File: config.mk
export PLATFORM = sky130hd
export DESIGN_NAME = triangle_scanline_span_generator
export DESIGN_NICKNAME = d
export VERILOG_FILES = /design/src/sv/tssg_pkg.sv /design/src/sv/tssg_div.sv /design/src/sv/tssg_dp.sv /design/src/sv/tssg_ctrl.sv /design/src/sv/triangle_scanline_span_generator.sv
export SDC_FILE = /design/constraint.sdc
export NUM_CORES = 2
export LEC_CHECK = 0
export BUFFER_PORTS_ARGS = -buffer_cell sky130_fd_sc_hd__buf_2
export CAP_MARGIN = 10
export CORE_ASPECT_RATIO = 1.2
export CORE_MARGIN = 2
export CORE_UTILIZATION = 53
export DETAILED_ROUTE_END_ITERATION = 10
export HOLD_SLACK_MARGIN = 0.05
export PLACE_DENSITY = 0.76
export SYNTH_ARGS = -nofsm -noshare
export SYNTH_HDL_FRONTEND = slang
export SYNTH_HIERARCHICAL = 1
export SYNTH_SLANG_ARGS = --single-unit
export TNS_END_PERCENT = 1
File: constraint.sdc
create_clock -name clk -period 16.2 [get_ports clk]
set_input_delay 3.24 -clock clk [delete_from_list [all_inputs] [get_ports clk]]
set_output_delay 3.24 -clock clk [all_outputs]
set_load 0.01 [all_outputs]
File: src/sv/tssg_pkg.sv
package tssg_pkg;

  localparam int ACC_W = 32;
  localparam int DEF_COORD_FRAC_BITS = 4;
  localparam int DEF_SLOPE_FRAC_BITS = 16;
  localparam int DEF_COORD_WIDTH = 16;
  localparam int COLOUR_W = 8;

  localparam logic KIND_LOAD = 1'b0;
  localparam logic KIND_ADVANCE = 1'b1;

  typedef enum logic [1:0] {
    SEL_A = 2'd0,
    SEL_B = 2'd1,
    SEL_C = 2'd2
  } div_sel_t;

  typedef struct packed {
    logic     load;
    logic     div_start;
    div_sel_t div_sel;
    logic     wr_two;
    logic     wr_one;
    logic     mul;
    logic     init_upper;
    logic     init_lower;
    logic     advance;
    logic     adv_last;
  } tssg_cmd_t;

  typedef struct packed {
    logic flat;
    logic upper_flat;
    logic lower_more;
    logic at_end;
    logic div_done;
  } tssg_status_t;

endpackage

File: src/sv/tssg_div.sv
module tssg_div
  import tssg_pkg::*;
#(
  parameter int COORD_WIDTH = DEF_COORD_WIDTH,
  parameter int SLOPE_FRAC_BITS = DEF_SLOPE_FRAC_BITS
) (
  input  logic                          clk,
  input  logic                          rst_n,
  input  logic                          start,
  input  logic signed [COORD_WIDTH:0]   num,
  input  logic signed [COORD_WIDTH:0]   den,
  output logic                          done,
  output logic signed [ACC_W-1:0]       quot
);

  localparam int DW = COORD_WIDTH + 1;
  localparam int NW = DW + SLOPE_FRAC_BITS;
  localparam int QW = ((NW > ACC_W) ? NW : ACC_W) + 1;
  localparam int CNT_W = $clog2(NW + 1);
  localparam logic [CNT_W-1:0] CNT_LAST = CNT_W'(NW);
  localparam logic signed [QW-1:0] Q_MAX = {{(QW-ACC_W+1){1'b0}}, {(ACC_W-1){1'b1}}};
  localparam logic signed [QW-1:0] Q_MIN = {{(QW-ACC_W+1){1'b1}}, {(ACC_W-1){1'b0}}};

  logic             busy_r;
  logic [CNT_W-1:0] cnt_r;
  logic [NW-1:0]    n_r;
  logic [DW-1:0]    d_r;
  logic [DW-1:0]    rem_r;
  logic [NW-1:0]    q_r;
  logic             neg_r;
  logic             zero_r;
  logic             done_r;
  logic signed [ACC_W-1:0] quot_r;

  logic [DW-1:0]    abs_num;
  logic [DW-1:0]    abs_den;
  logic [DW:0]      trial;
  logic [DW:0]      diff;
  logic             qbit;
  logic signed [QW-1:0] qext;
  logic signed [QW-1:0] qsig;
  logic signed [ACC_W-1:0] qsat;

  assign abs_num = num[DW-1] ? DW'(-num) : DW'(num);
  assign abs_den = den[DW-1] ? DW'(-den) : DW'(den);
  assign trial = {rem_r, n_r[NW-1]};
  assign diff = trial - {1'b0, d_r};
  assign qbit = !diff[DW];

  always_comb begin
    qext = $signed({{(QW-NW){1'b0}}, q_r});
    qsig = neg_r ? -qext : qext;
    if (zero_r) begin
      qsat = '0;
    end else if (qsig > Q_MAX) begin
      qsat = Q_MAX[ACC_W-1:0];
    end else if (qsig < Q_MIN) begin
      qsat = Q_MIN[ACC_W-1:0];
    end else begin
      qsat = qsig[ACC_W-1:0];
    end
  end

  always_ff @(posedge clk) begin
    if (!rst_n) begin
      busy_r <= 1'b0;
      done_r <= 1'b0;
      cnt_r <= '0;
    end else begin
      done_r <= 1'b0;
      if (start) begin
        busy_r <= 1'b1;
        cnt_r <= '0;
      end else if (busy_r) begin
        if (cnt_r == CNT_LAST) begin
          busy_r <= 1'b0;
          done_r <= 1'b1;
        end else begin
          cnt_r <= cnt_r + 1'b1;
        end
      end
    end
  end

  always_ff @(posedge clk) begin
    if (start) begin
      n_r <= {abs_num, {SLOPE_FRAC_BITS{1'b0}}};
      d_r <= abs_den;
      rem_r <= '0;
      q_r <= '0;
      neg_r <= num[DW-1] ^ den[DW-1];
      zero_r <= (den == '0);
    end else if (busy_r) begin
      if (cnt_r == CNT_LAST) begin
        quot_r <= qsat;
      end else begin
        rem_r <= qbit ? diff[DW-1:0] : trial[DW-1:0];
        n_r <= {n_r[NW-2:0], 1'b0};
        q_r <= {q_r[NW-2:0], qbit};
      end
    end
  end

  assign done = done_r;
  assign quot = quot_r;

endmodule

File: src/sv/tssg_dp.sv
module tssg_dp
  import tssg_pkg::*;
#(
  parameter int COORD_FRAC_BITS = DEF_COORD_FRAC_BITS,
  parameter int SLOPE_FRAC_BITS = DEF_SLOPE_FRAC_BITS,
  parameter int COORD_WIDTH = DEF_COORD_WIDTH
) (
  input  logic                                          clk,
  input  logic                                          rst_n,
  input  tssg_cmd_t                                     cmd,
  output tssg_status_t                                  status,
  input  logic signed [COORD_WIDTH-1:0]                 ax,
  input  logic signed [COORD_WIDTH-1:0]                 ay,
  input  logic signed [COORD_WIDTH-1:0]                 bx,
  input  logic signed [COORD_WIDTH-1:0]                 by,
  input  logic signed [COORD_WIDTH-1:0]                 cx,
  input  logic signed [COORD_WIDTH-1:0]                 cy,
  input  logic [COLOUR_W-1:0]                           fill_colour,
  output logic signed [COORD_WIDTH-COORD_FRAC_BITS-1:0] span_row,
  output logic signed [COORD_WIDTH-1:0]                 span_x_from,
  output logic signed [COORD_WIDTH-1:0]                 span_x_to,
  output logic [COLOUR_W-1:0]                           span_colour,
  output logic                                          last_span
);

  localparam int CW = COORD_WIDTH;
  localparam int RW = COORD_WIDTH - COORD_FRAC_BITS;
  localparam int DW = CW + 1;
  localparam int BW = DW + ACC_W;
  localparam int LW = BW + 1;
  localparam int XSH = SLOPE_FRAC_BITS - COORD_FRAC_BITS;
  localparam logic [CW-1:0] FRAC_MASK = CW'((1 << COORD_FRAC_BITS) - 1);
  localparam logic signed [LW-1:0] A_MAX = {{(LW-ACC_W+1){1'b0}}, {(ACC_W-1){1'b1}}};
  localparam logic signed [LW-1:0] A_MIN = {{(LW-ACC_W+1){1'b1}}, {(ACC_W-1){1'b0}}};
  localparam logic signed [ACC_W-1:0] X_MAX = {{(ACC_W-CW+1){1'b0}}, {(CW-1){1'b1}}};
  localparam logic signed [ACC_W-1:0] X_MIN = {{(ACC_W-CW+1){1'b1}}, {(CW-1){1'b0}}};

  function automatic logic signed [RW-1:0] row_of(input logic signed [CW-1:0] y);
    logic signed [CW-1:0] q;
    q = y >>> COORD_FRAC_BITS;
    if (y[CW-1] && ((y & FRAC_MASK) != '0)) begin
      q = q + 1'b1;
    end
    return q[RW-1:0];
  endfunction

  function automatic logic signed [ACC_W-1:0] sat_acc(input logic signed [LW-1:0] v);
    if (v > A_MAX) begin
      return A_MAX[ACC_W-1:0];
    end else if (v < A_MIN) begin
      return A_MIN[ACC_W-1:0];
    end else begin
      return v[ACC_W-1:0];
    end
  endfunction

  function automatic logic signed [LW-1:0] widen(input logic signed [CW-1:0] x);
    logic signed [LW-1:0] t;
    t = $signed({{(LW-CW){x[CW-1]}}, x});
    return t <<< XSH;
  endfunction

  function automatic logic signed [LW-1:0] ext_acc(input logic signed [ACC_W-1:0] a);
    return $signed({{(LW-ACC_W){a[ACC_W-1]}}, a});
  endfunction

  function automatic logic signed [CW-1:0] narrow(input logic signed [ACC_W-1:0] a);
    logic signed [ACC_W-1:0] v;
    v = a >>> XSH;
    if (v > X_MAX) begin
      return X_MAX[CW-1:0];
    end else if (v < X_MIN) begin
      return X_MIN[CW-1:0];
    end else begin
      return v[CW-1:0];
    end
  endfunction

  logic signed [CW-1:0] s1_0x, s1_0y, s1_1x, s1_1y;
  logic signed [CW-1:0] s2_0x, s2_0y, s2_2x, s2_2y;
  logic signed [CW-1:0] s3_1x, s3_1y, s3_2x, s3_2y;

  logic signed [CW-1:0] v0x_r, v0y_r, v1x_r, v1y_r, v2x_r, v2y_r;
  logic [COLOUR_W-1:0]  colour_r;
  logic signed [RW-1:0] cur_row_r, end_row_r;
  logic signed [ACC_W-1:0] e1x_r, e2x_r, e1s_r, e2s_r;
  logic signed [BW-1:0] prod_r;

  logic signed [RW-1:0] out_row_r;
  logic signed [CW-1:0] out_from_r, out_to_r;
  logic [COLOUR_W-1:0]  out_colour_r;
  logic                 out_last_r;

  logic signed [RW-1:0] r1, r2, r3;
  logic signed [DW-1:0] div_num, div_den;
  logic signed [DW-1:0] dy_low;
  logic signed [BW-1:0] back;
  logic                 div_done;
  logic signed [ACC_W-1:0] div_q;

  always_comb begin
    if (ay > by) begin
      s1_0x = bx; s1_0y = by; s1_1x = ax; s1_1y = ay;
    end else begin
      s1_0x = ax; s1_0y = ay; s1_1x = bx; s1_1y = by;
    end
    if (s1_0y > cy) begin
      s2_0x = cx; s2_0y = cy; s2_2x = s1_0x; s2_2y = s1_0y;
    end else begin
      s2_0x = s1_0x; s2_0y = s1_0y; s2_2x = cx; s2_2y = cy;
    end
    if (s1_1y > s2_2y) begin
      s3_1x = s2_2x; s3_1y = s2_2y; s3_2x = s1_1x; s3_2y = s1_1y;
    end else begin
      s3_1x = s1_1x; s3_1y = s1_1y; s3_2x = s2_2x; s3_2y = s2_2y;
    end
  end

  assign r1 = row_of(v0y_r);
  assign r2 = row_of(v1y_r);
  assign r3 = row_of(v2y_r);

  always_comb begin
    case (cmd.div_sel)
      SEL_A: begin
        div_num = DW'(v1x_r) - DW'(v0x_r);
        div_den = DW'(v1y_r) - DW'(v0y_r);
      end
      SEL_B: begin
        div_num = DW'(v2x_r) - DW'(v0x_r);
        div_den = DW'(v2y_r) - DW'(v0y_r);
      end
      SEL_C: begin
        div_num = DW'(v2x_r) - DW'(v1x_r);
        div_den = DW'(v2y_r) - DW'(v1y_r);
      end
      default: begin
        div_num = '0;
        div_den = '0;
      end
    endcase
  end

  assign dy_low = DW'(v2y_r) - DW'(v1y_r);
  assign back = prod_r >>> COORD_FRAC_BITS;

  tssg_div #(
    .COORD_WIDTH(COORD_WIDTH),
    .SLOPE_FRAC_BITS(SLOPE_FRAC_BITS)
  ) u_div (
    .clk(clk),
    .rst_n(rst_n),
    .start(cmd.div_start),
    .num(div_num),
    .den(div_den),
    .done(div_done),
    .quot(div_q)
  );

  always_ff @(posedge clk) begin
    if (!rst_n) begin
      cur_row_r <= '0;
      end_row_r <= '0;
      e1x_r <= '0;
      e2x_r <= '0;
      e1s_r <= '0;
      e2s_r <= '0;
      colour_r <= '0;
    end else begin
      if (cmd.load) begin
        v0x_r <= s2_0x; v0y_r <= s2_0y;
        v1x_r <= s3_1x; v1y_r <= s3_1y;
        v2x_r <= s3_2x; v2y_r <= s3_2y;
        colour_r <= fill_colour;
      end
      if (cmd.wr_two) begin
        e2s_r <= div_q;
      end
      if (cmd.wr_one) begin
        e1s_r <= div_q;
      end
      if (cmd.mul) begin
        prod_r <= BW'(dy_low) * BW'(e2s_r);
      end
      if (cmd.init_upper) begin
        e1x_r <= sat_acc(widen(v0x_r));
        e2x_r <= sat_acc(widen(v0x_r));
        cur_row_r <= r1;
        end_row_r <= r2;
      end
      if (cmd.init_lower) begin
        e1s_r <= e2s_r;
        e2s_r <= div_q;
        e1x_r <= sat_acc(widen(v2x_r) - $signed({back[BW-1], back}));
        e2x_r <= sat_acc(widen(v1x_r));
        cur_row_r <= r2;
        end_row_r <= r3;
      end
      if (cmd.advance) begin
        out_row_r <= cur_row_r;
        out_from_r <= narrow(e1x_r);
        out_to_r <= narrow(e2x_r);
        out_colour_r <= colour_r;
        out_last_r <= cmd.adv_last;
        if (!status.at_end) begin
          cur_row_r <= cur_row_r + 1'b1;
          e1x_r <= sat_acc(ext_acc(e1x_r) + ext_acc(e1s_r));
          e2x_r <= sat_acc(ext_acc(e2x_r) + ext_acc(e2s_r));
        end
      end
    end
  end

  assign status.flat = (r1 == r3);
  assign status.upper_flat = (r1 == r2);
  assign status.lower_more = (r2 != r3);
  assign status.at_end = (cur_row_r >= end_row_r);
  assign status.div_done = div_done;

  assign span_row = out_row_r;
  assign span_x_from = out_from_r;
  assign span_x_to = out_to_r;
  assign span_colour = out_colour_r;
  assign last_span = out_last_r;

endmodule

File: src/sv/tssg_ctrl.sv
module tssg_ctrl
  import tssg_pkg::*;
(
  input  logic         clk,
  input  logic         rst_n,
  input  logic         in_valid,
  input  logic         in_kind,
  output logic         in_stall,
  output logic         out_valid,
  input  logic         out_stall,
  input  tssg_status_t status,
  output tssg_cmd_t    cmd
);

  typedef enum logic [6:0] {
    S_IDLE  = 7'b0000001,
    S_LOAD  = 7'b0000010,
    S_DIVB  = 7'b0000100,
    S_DIVA  = 7'b0001000,
    S_MUL   = 7'b0010000,
    S_DIVC  = 7'b0100000,
    S_SPANS = 7'b1000000
  } state_t;

  state_t state_r, state_nxt;
  logic   upper_r, upper_nxt;
  logic   out_valid_r, out_valid_nxt;
  logic   busy;
  logic   accept;
  logic   more;

  assign busy = (state_r == S_LOAD) || (state_r == S_DIVB) || (state_r == S_DIVA) ||
                (state_r == S_MUL) || (state_r == S_DIVC);
  assign in_stall = busy || (out_valid_r && out_stall);
  assign accept = in_valid && !in_stall;
  assign more = upper_r && status.lower_more;

  always_comb begin
    state_nxt = state_r;
    upper_nxt = upper_r;
    out_valid_nxt = out_valid_r && out_stall;
    cmd = '0;
    cmd.div_sel = SEL_B;
    case (state_r)
      S_IDLE, S_SPANS: begin
        if (accept && (in_kind == KIND_LOAD)) begin
          cmd.load = 1'b1;
          state_nxt = S_LOAD;
        end else if (accept && (state_r == S_SPANS)) begin
          cmd.advance = 1'b1;
          cmd.adv_last = status.at_end && !more;
          out_valid_nxt = 1'b1;
          if (status.at_end) begin
            state_nxt = more ? S_MUL : S_IDLE;
          end
        end
      end
      S_LOAD: begin
        if (status.flat) begin
          state_nxt = S_IDLE;
        end else begin
          cmd.div_start = 1'b1;
          cmd.div_sel = SEL_B;
          state_nxt = S_DIVB;
        end
      end
      S_DIVB: begin
        cmd.div_sel = SEL_B;
        if (status.div_done) begin
          cmd.wr_two = 1'b1;
          if (status.upper_flat) begin
            state_nxt = S_MUL;
          end else begin
            cmd.div_start = 1'b1;
            cmd.div_sel = SEL_A;
            state_nxt = S_DIVA;
          end
        end
      end
      S_DIVA: begin
        cmd.div_sel = SEL_A;
        if (status.div_done) begin
          cmd.wr_one = 1'b1;
          cmd.init_upper = 1'b1;
          upper_nxt = 1'b1;
          state_nxt = S_SPANS;
        end
      end
      S_MUL: begin
        cmd.mul = 1'b1;
        cmd.div_start = 1'b1;
        cmd.div_sel = SEL_C;
        state_nxt = S_DIVC;
      end
      S_DIVC: begin
        cmd.div_sel = SEL_C;
        if (status.div_done) begin
          cmd.init_lower = 1'b1;
          upper_nxt = 1'b0;
          state_nxt = S_SPANS;
        end
      end
      default: begin
        state_nxt = S_IDLE;
      end
    endcase
  end

  always_ff @(posedge clk) begin
    if (!rst_n) begin
      state_r <= S_IDLE;
      upper_r <= 1'b0;
      out_valid_r <= 1'b0;
    end else begin
      state_r <= state_nxt;
      upper_r <= upper_nxt;
      out_valid_r <= out_valid_nxt;
    end
  end

  assign out_valid = out_valid_r;

endmodule

File: src/sv/triangle_scanline_span_generator.sv
// Triangle span generator: a load item (kind 0) takes three Q12.4 vertices and a colour,
// sorts them by y and works out the edge slopes on one shared restoring divider, during
// which the input stalls; a load runs two divisions, plus a multiply when the upper half
// is flat, and a flat triangle runs none. Each advance item (kind 1) then yields the next
// span, and the input also stalls while a span is held by out_stall; the step from the
// upper to the lower half runs one multiply and one division, during which the input
// stalls. A load taken mid-triangle replaces it.
module triangle_scanline_span_generator
  import tssg_pkg::*;
#(
  parameter int COORD_FRAC_BITS = DEF_COORD_FRAC_BITS,
  parameter int SLOPE_FRAC_BITS = DEF_SLOPE_FRAC_BITS,
  parameter int COORD_WIDTH = DEF_COORD_WIDTH
) (
  input  logic                                          clk,
  input  logic                                          rst_n,
  input  logic                                          in_valid,
  output logic                                          in_stall,
  input  logic                                          in_kind,
  input  logic signed [COORD_WIDTH-1:0]                 in_ax,
  input  logic signed [COORD_WIDTH-1:0]                 in_ay,
  input  logic signed [COORD_WIDTH-1:0]                 in_bx,
  input  logic signed [COORD_WIDTH-1:0]                 in_by,
  input  logic signed [COORD_WIDTH-1:0]                 in_cx,
  input  logic signed [COORD_WIDTH-1:0]                 in_cy,
  input  logic [COLOUR_W-1:0]                           in_fill_colour,
  output logic                                          out_valid,
  input  logic                                          out_stall,
  output logic signed [COORD_WIDTH-COORD_FRAC_BITS-1:0] out_span_row,
  output logic signed [COORD_WIDTH-1:0]                 out_span_x_from,
  output logic signed [COORD_WIDTH-1:0]                 out_span_x_to,
  output logic [COLOUR_W-1:0]                           out_span_colour,
  output logic                                          out_last_span
);

  tssg_cmd_t    cmd;
  tssg_status_t status;

  tssg_ctrl u_ctrl (
    .clk(clk),
    .rst_n(rst_n),
    .in_valid(in_valid),
    .in_kind(in_kind),
    .in_stall(in_stall),
    .out_valid(out_valid),
    .out_stall(out_stall),
    .status(status),
    .cmd(cmd)
  );

  tssg_dp #(
    .COORD_FRAC_BITS(COORD_FRAC_BITS),
    .SLOPE_FRAC_BITS(SLOPE_FRAC_BITS),
    .COORD_WIDTH(COORD_WIDTH)
  ) u_dp (
    .clk(clk),
    .rst_n(rst_n),
    .cmd(cmd),
    .status(status),
    .ax(in_ax),
    .ay(in_ay),
    .bx(in_bx),
    .by(in_by),
    .cx(in_cx),
    .cy(in_cy),
    .fill_colour(in_fill_colour),
    .span_row(out_span_row),
    .span_x_from(out_span_x_from),
    .span_x_to(out_span_x_to),
    .span_colour(out_span_colour),
    .last_span(out_last_span)
  );

endmodule
# --- Word-level counts from Yosys, hierarchy flattened ---
# Index checks and enable logic that the tools add are counted.
word_totals:
  latch_bits: 0
  n_memories: 0
  ff_bits: 493
  romBits: 0
  ram_bits: 0
op_classes:
  muxes: 90
  multipliers: 1
  bitwise: 8
  div_mod_pow: 0
  n_reduce_logical: 41
  eq_ne: 20
  n_lt_le_gt_ge: 20
  shift: 0
  n_addsub: 18
op_table:
  columns: ["operator", "count"]
  rows:
  - ["two-way mux 32 bit", 23]
  - ["two-way mux 16 bit", 15]
  - ["> comparator 50 x 32 -> 1 bit, second input constant", 3]
  - ["less-than comparator 50 x 32 -> 1 bit, second input constant", 3]
  - ["two-way mux 12 bit", 9]
  - ["one-hot mux 17 bit (3 select lines)", 2]
  - ["subtractor 16 x 16 -> 17 bit", 6]
  - ["two-way mux 33 bit", 3]
  - ["adder 32 x 32 -> 33 bit", 2]
  - ["> comparator 28 x 32 -> 1 bit, second input constant", 2]
  - ["less-than comparator 28 x 32 -> 1 bit, second input constant", 2]
  - ["multiplier 17 x 32 -> 49 bit", 1]
  - ["> comparator 16 bit", 3]
  - ["nonzero test 16 bit", 3]
  - ["subtractor 28 x 45 -> 46 bit", 1]
  - ["> comparator 20 x 16 -> 1 bit, second input constant", 2]
  - ["less-than comparator 20 x 16 -> 1 bit, second input constant", 2]
  - ["adder 12 x 2 -> 12 bit, second input constant", 3]
  - ["two-way mux 7 bit", 5]
  - ["one-hot mux 7 bit (5 select lines)", 1]
  - ["> comparator 34 x 32 -> 1 bit, second input constant", 1]
  - ["less-than comparator 34 x 32 -> 1 bit, second input constant", 1]
  - ["two-way mux 17 bit", 2]
  - ["two-way mux 34 bit", 1]
  - ["43 further kinds", 102]

# --- Depth between registers and ports, before layout ---
depth:
  word_depth: 13
  depth_mapped: 41
  mapped_depth_nobuf: 37

# --- Modules after synthesis ---
# The synthesis kept the hierarchy.
modules_own_cells:
  columns: ["mod", "n_inst", "cells_each", "area_each_um2"]
  rows:
  - ["tssg_dp", 1, 5408, 46463.3]
  - ["tssg_div", 1, 657, 6852.8]
  - ["tssg_ctrl", 1, 92, 721.9]

# --- Worst setup path before layout ---
# No wires, ideal clock.
synth_timing:
  path_kind: "input to register"
  startpoint: "in in_by[1]"
  endpoint: "reg u_dp.v1y_r[10], data pin"
  t_arrival_ps: 10547
  cell_stages: 40
  required_time_ps: 15940
  setup_ps: 260
  setup_slack_ps: 5394
  path_cell_list: "inv_1 > ha_1 > nor2b_1 > o21a_1 > o21a_1 > o21a_1 > o21a_1 > o21bai_1 > and4b_1 > or3_1 > clkbuf_1 > buf_1 > mux2i_1 > inv_1 > ha_1 > nor2b_1 > o21a_1 > o21ai_0 > [4 not listed] > a311o_1 > clkbuf_1 > clkbuf_1 > nand2_1 > o21ai_0 > inv_1 > ha_1 > nor2b_1 > o21a_1 > o21a_1 > o21a_1 > o21a_1 > o21ai_0 > a21oi_1 > o21ba_2 > nor2_1 > clkbuf_1 > mux2_2"
synth_via:
  elab_chain_cells: 6
  word_cells_on_any_way: 7
  cone_classes: "order compare (3); mux (4)"
synth_rtl:
  columns: ["item", "line_no", "rtl"]
  rows:
  - ["start, declared", "triangle_scanline_span_generator.sv:23", "input logic signed [COORD_WIDTH-1:0] in_by,"]
  - ["> comparator 16 bit", "tssg_dp.sv:102", "if (ay > by) begin"]
  - ["two-way mux 16 bit", "tssg_dp.sv:102", null]
  - ["> comparator 16 bit", "tssg_dp.sv:107", "if (s1_0y > cy) begin"]
  - ["two-way mux 16 bit", "tssg_dp.sv:107", null]
  - ["> comparator 16 bit", "tssg_dp.sv:112", "if (s1_1y > s2_2y) begin"]
  - ["two-way mux 16 bit *", "tssg_dp.sv:112", null]
  - ["net u_dp.s3_1y[10]", "tssg_dp.sv:81", "logic signed [CW-1:0] s3_1x, s3_1y, s3_2x, s3_2y;"]
  - ["end signal, assigned", "tssg_dp.sv:172", "v1x_r <= s3_1x; v1y_r <= s3_1y;"]
  - ["end, declared", "tssg_dp.sv:83", "logic signed [CW-1:0] v0x_r, v0y_r, v1x_r, v1y_r, v2x_r, v2y_r;"]
# Mark *: on every way through the listed nets, which the timed path passes. The rest lies on a longest branch.
# A chain may end at the register's enable or synchronous reset.

# --- Worst setup path in the final report ---
layout_timing:
  startpoint: "in in_by[15]"
  endpoint: "reg u_dp.v1y_r[2], data pin"
# The elaborated chain is that of the path after synthesis.

==> results.yml <==
status:
  status: "completed"
floorplanning:
  die_w_um: 295
  start_util: 0.533
  rows: 128
  pin_count: 164
  dieArea_um2: 105000
  dieHeight_um: 354
  core_area_um2: 101000
routing:
  wl_per_cell_um: 20.9
  drc_errors: 0
  highest_layer: "met5"
  met2_length_mm: 75.4
  drt_first_pass_iters: 8
  wl_met1_mm: 61.9
  vias: 44700
  routed_wl_mm: 158
  met3_length_mm: 12.3
  drtIter0Drc: 3820
  viasPerCell: 5.91
  final_antenna_net_count: 0
timing:
  setup_tns_ns: 0
  skew_ns: 0.0241
  slew_viol_final: 0
  finalCriticalPeriod_ns: 12.06
  hold_viol_final: 0
  period_share: 0.744
  finalSetupViolations: 0
  tightest_slew_ns: 1.15
  setup_ws_ns: 4.14
  rsz0062_at_grt: "false"
  hold_ws_ns: 0.433
  slew_headroom: 0.213
  max_freq_mhz: 82.9
critical_path:
  end_kind: "flop"
  r2r_slack_ns: 5.42
  cp.required_ns: 16.55
  crit_slowest_cell: "a2111oi_0"
  slowest_delay_ns: 0.90
  cp_max_fo: 66
  crit_arrival_ns: 12.41
  worst-setup-path-type: "in -> reg"
  start_kind: "primary input"
  cp_common_cell: "o21a_1"
cts:
  post_cts_buffers: 0
  cts.sinks: 489
  clkTransAtPathRegs_ns: 0.06
  cts_resized: 0
  cts_max_level: 2
  cts_buffer_depth: 3
  cts_tree: "yes"
  cts-buffers-inserted: 55
  root_buffer: "clkbuf_16"
  cts_hold_buf: 0
  clk_latency_ns: 0.61
logic_synthesis:
  yosysWarningCount: 6
  syn_inst: 6157
  ys_seq_area_frac: 0.230
  synthArstFlopShare: 0
  synth-seq-cells: 489
  synth_edf_count: 262
  synthFlopType: "edfxtp_1"
  syn_avg_cell_area_um2: 8.78
  synth.cell_area_um2: 54000
  synth_nets: 7159
  synth_cell_types: 105
pwr:
  cellPowerDensity_nw_per_um2: 83.6
  ir_drop_v: 0.0000842
  p_leak_nw: 26.5
grt:
  grt_remaining_overflow: 0
  grt_max_degree: 173
  grt_pass1_vias: 44400
  grt_usage: 0.303
  grt_pass1_wl_mm: 249
  antenna_found_initial: 6
finish:
  drive_gt1_frac: 0.0900
  nFillCells: 8900
  area_growth_syn_to_layout_pct: 7.28
  stdcell_count: 7559
  nets: 7149
  utilization: 0.572
place:
  routabilityCongestion: 0.991
  io_buffers: 163
  placed_cells_incl_taps: 7455
  pre_cts_slack_ns: 3.75
  dp_hpwl_mm: 121
min_path:
  min_path_type: "reg -> reg"
job:
  cap_violations: 0
-- final cells by class --
| class | instances | area [µm²] | area share |
|---|---|---|---|
| repair buffers | 239 | 1400 | 0.0241 |
| inverters | 925 | 3470 | 0.0599 |
| diodes | 3 | 7.51 | 0.000129 |
| well taps | 1365 | 1710 | 0.0295 |
| flip-flops and latches | 489 | 12400 | 0.214 |
| clock inverters | 27 | 318 | 0.00548 |
| clock buffers | 74 | 1610 | 0.0278 |
| multi-input cells | 4437 | 37000 | 0.639 |
-- path summary, 6_finish.rpt --
kind / from / end / cells after the start
worst max-delay path: in_by[15] / u_dp/v1y_r[2] / 35
worst min-delay path: u_dp/colour_r[5] / u_dp/span_colour[5] / 0
worst max register to register: u_dp/v2y_r[0] / u_dp/prod_r[46] / 35
worst min register to register: u_dp/colour_r[5] / u_dp/span_colour[5] / 0
-- cell usage in the layout (no fill, tap or decap), drive strengths merged, types with 19 or more instances in the layout --
cell / instances
xnor2: 211
nor2b: 72
o21ai: 257
and3: 38
nor2: 402
a211oi: 64
mux2: 74
a31oi: 28
clkbuf: 74
nor4: 35
fa: 528
a21oi: 362
or3: 23
a21o: 103
dfxtp: 227
a221oi: 53
and2: 178
inv: 927
nor3: 104
ha: 365
edfxtp: 262
nand2: 680
buf: 239
o21bai: 19
a22oi: 26
o211ai: 24
o21a: 64
o31ai: 36
a22o: 30
mux2i: 127
nand4: 42
nand2b: 60
a311oi: 21
xor2: 121
nand3: 99
-- metrics by stage --
step           power, W  area, µm²
2_1_floorplan   0.00292      54000
6_report        0.00485      58000
3_3_place_gp    0.00344      56000
4_1_cts         0.00482      58000
5_1_grt         0.00510      58000
3_5_place_dp    0.00349      56000
-- kinds of logic after synthesis --
group / count (synthesis) / synth area share
AO/OA/AOI/OAI: 1213 / 0.151
XOR/XNOR: 332 / 0.0539
adder cells (fa/ha/maj): 893 / 0.280
buffers and inverters: 1231 / 0.0886
flip-flops: 489 / 0.230
multiplexers: 201 / 0.0389
AND/OR/NAND/NOR: 1798 / 0.158
-- sequential cells by signal, indices dropped and copies added (netlist names), 32 cells and up --
signal,cells
u_dp/e2s_r,32
u_dp/prod_r,45
u_dp/e1s_r,32
u_dp/e2x_r,32
u_dp/e1x_r,32
u_dp/u_div/q_r,33
u_dp/u_div/quot,32
-- synth_stat cells (177+ instances only) --
library cell    n  area, µm²
nand2_1       677       2540
xnor2_1       211       1850
edfxtp_1      262       7870
nor2_1        400       1500
inv_1         924       3470
o21ai_0       216       1080
dfxtp_1       227       4540
ha_1          365       4570
and2_1        177       1110
clkbuf_1      255        957
fa_1          528      10600
a21oi_1       361       1810
-- power by group --
group          internal [W]  switching, W
clock network      0.000807      0.000527
registers           0.00143     0.0000861
logic              0.000709       0.00129
total               0.00294       0.00190
-- critical path: cells and delay by family --
family	cells	cell delay, ns
adders and majority gates	3	0.83
muxes	2	0.72
and+or+nand+nor	10	2.39
AOI/OAI and AO/OA	14	4.02
buffers and inverters	6	1.15
-- per-layer routing --
metal / GRT usage / vias to the layer above
met5: 0 / -
met4: 0.142 / 8
met3: 0.0449 / 467
met2: 0.504 / 1847
met1: 0.388 / 21900
li1: - / 20500
Power figures use the tool's default switching activity.
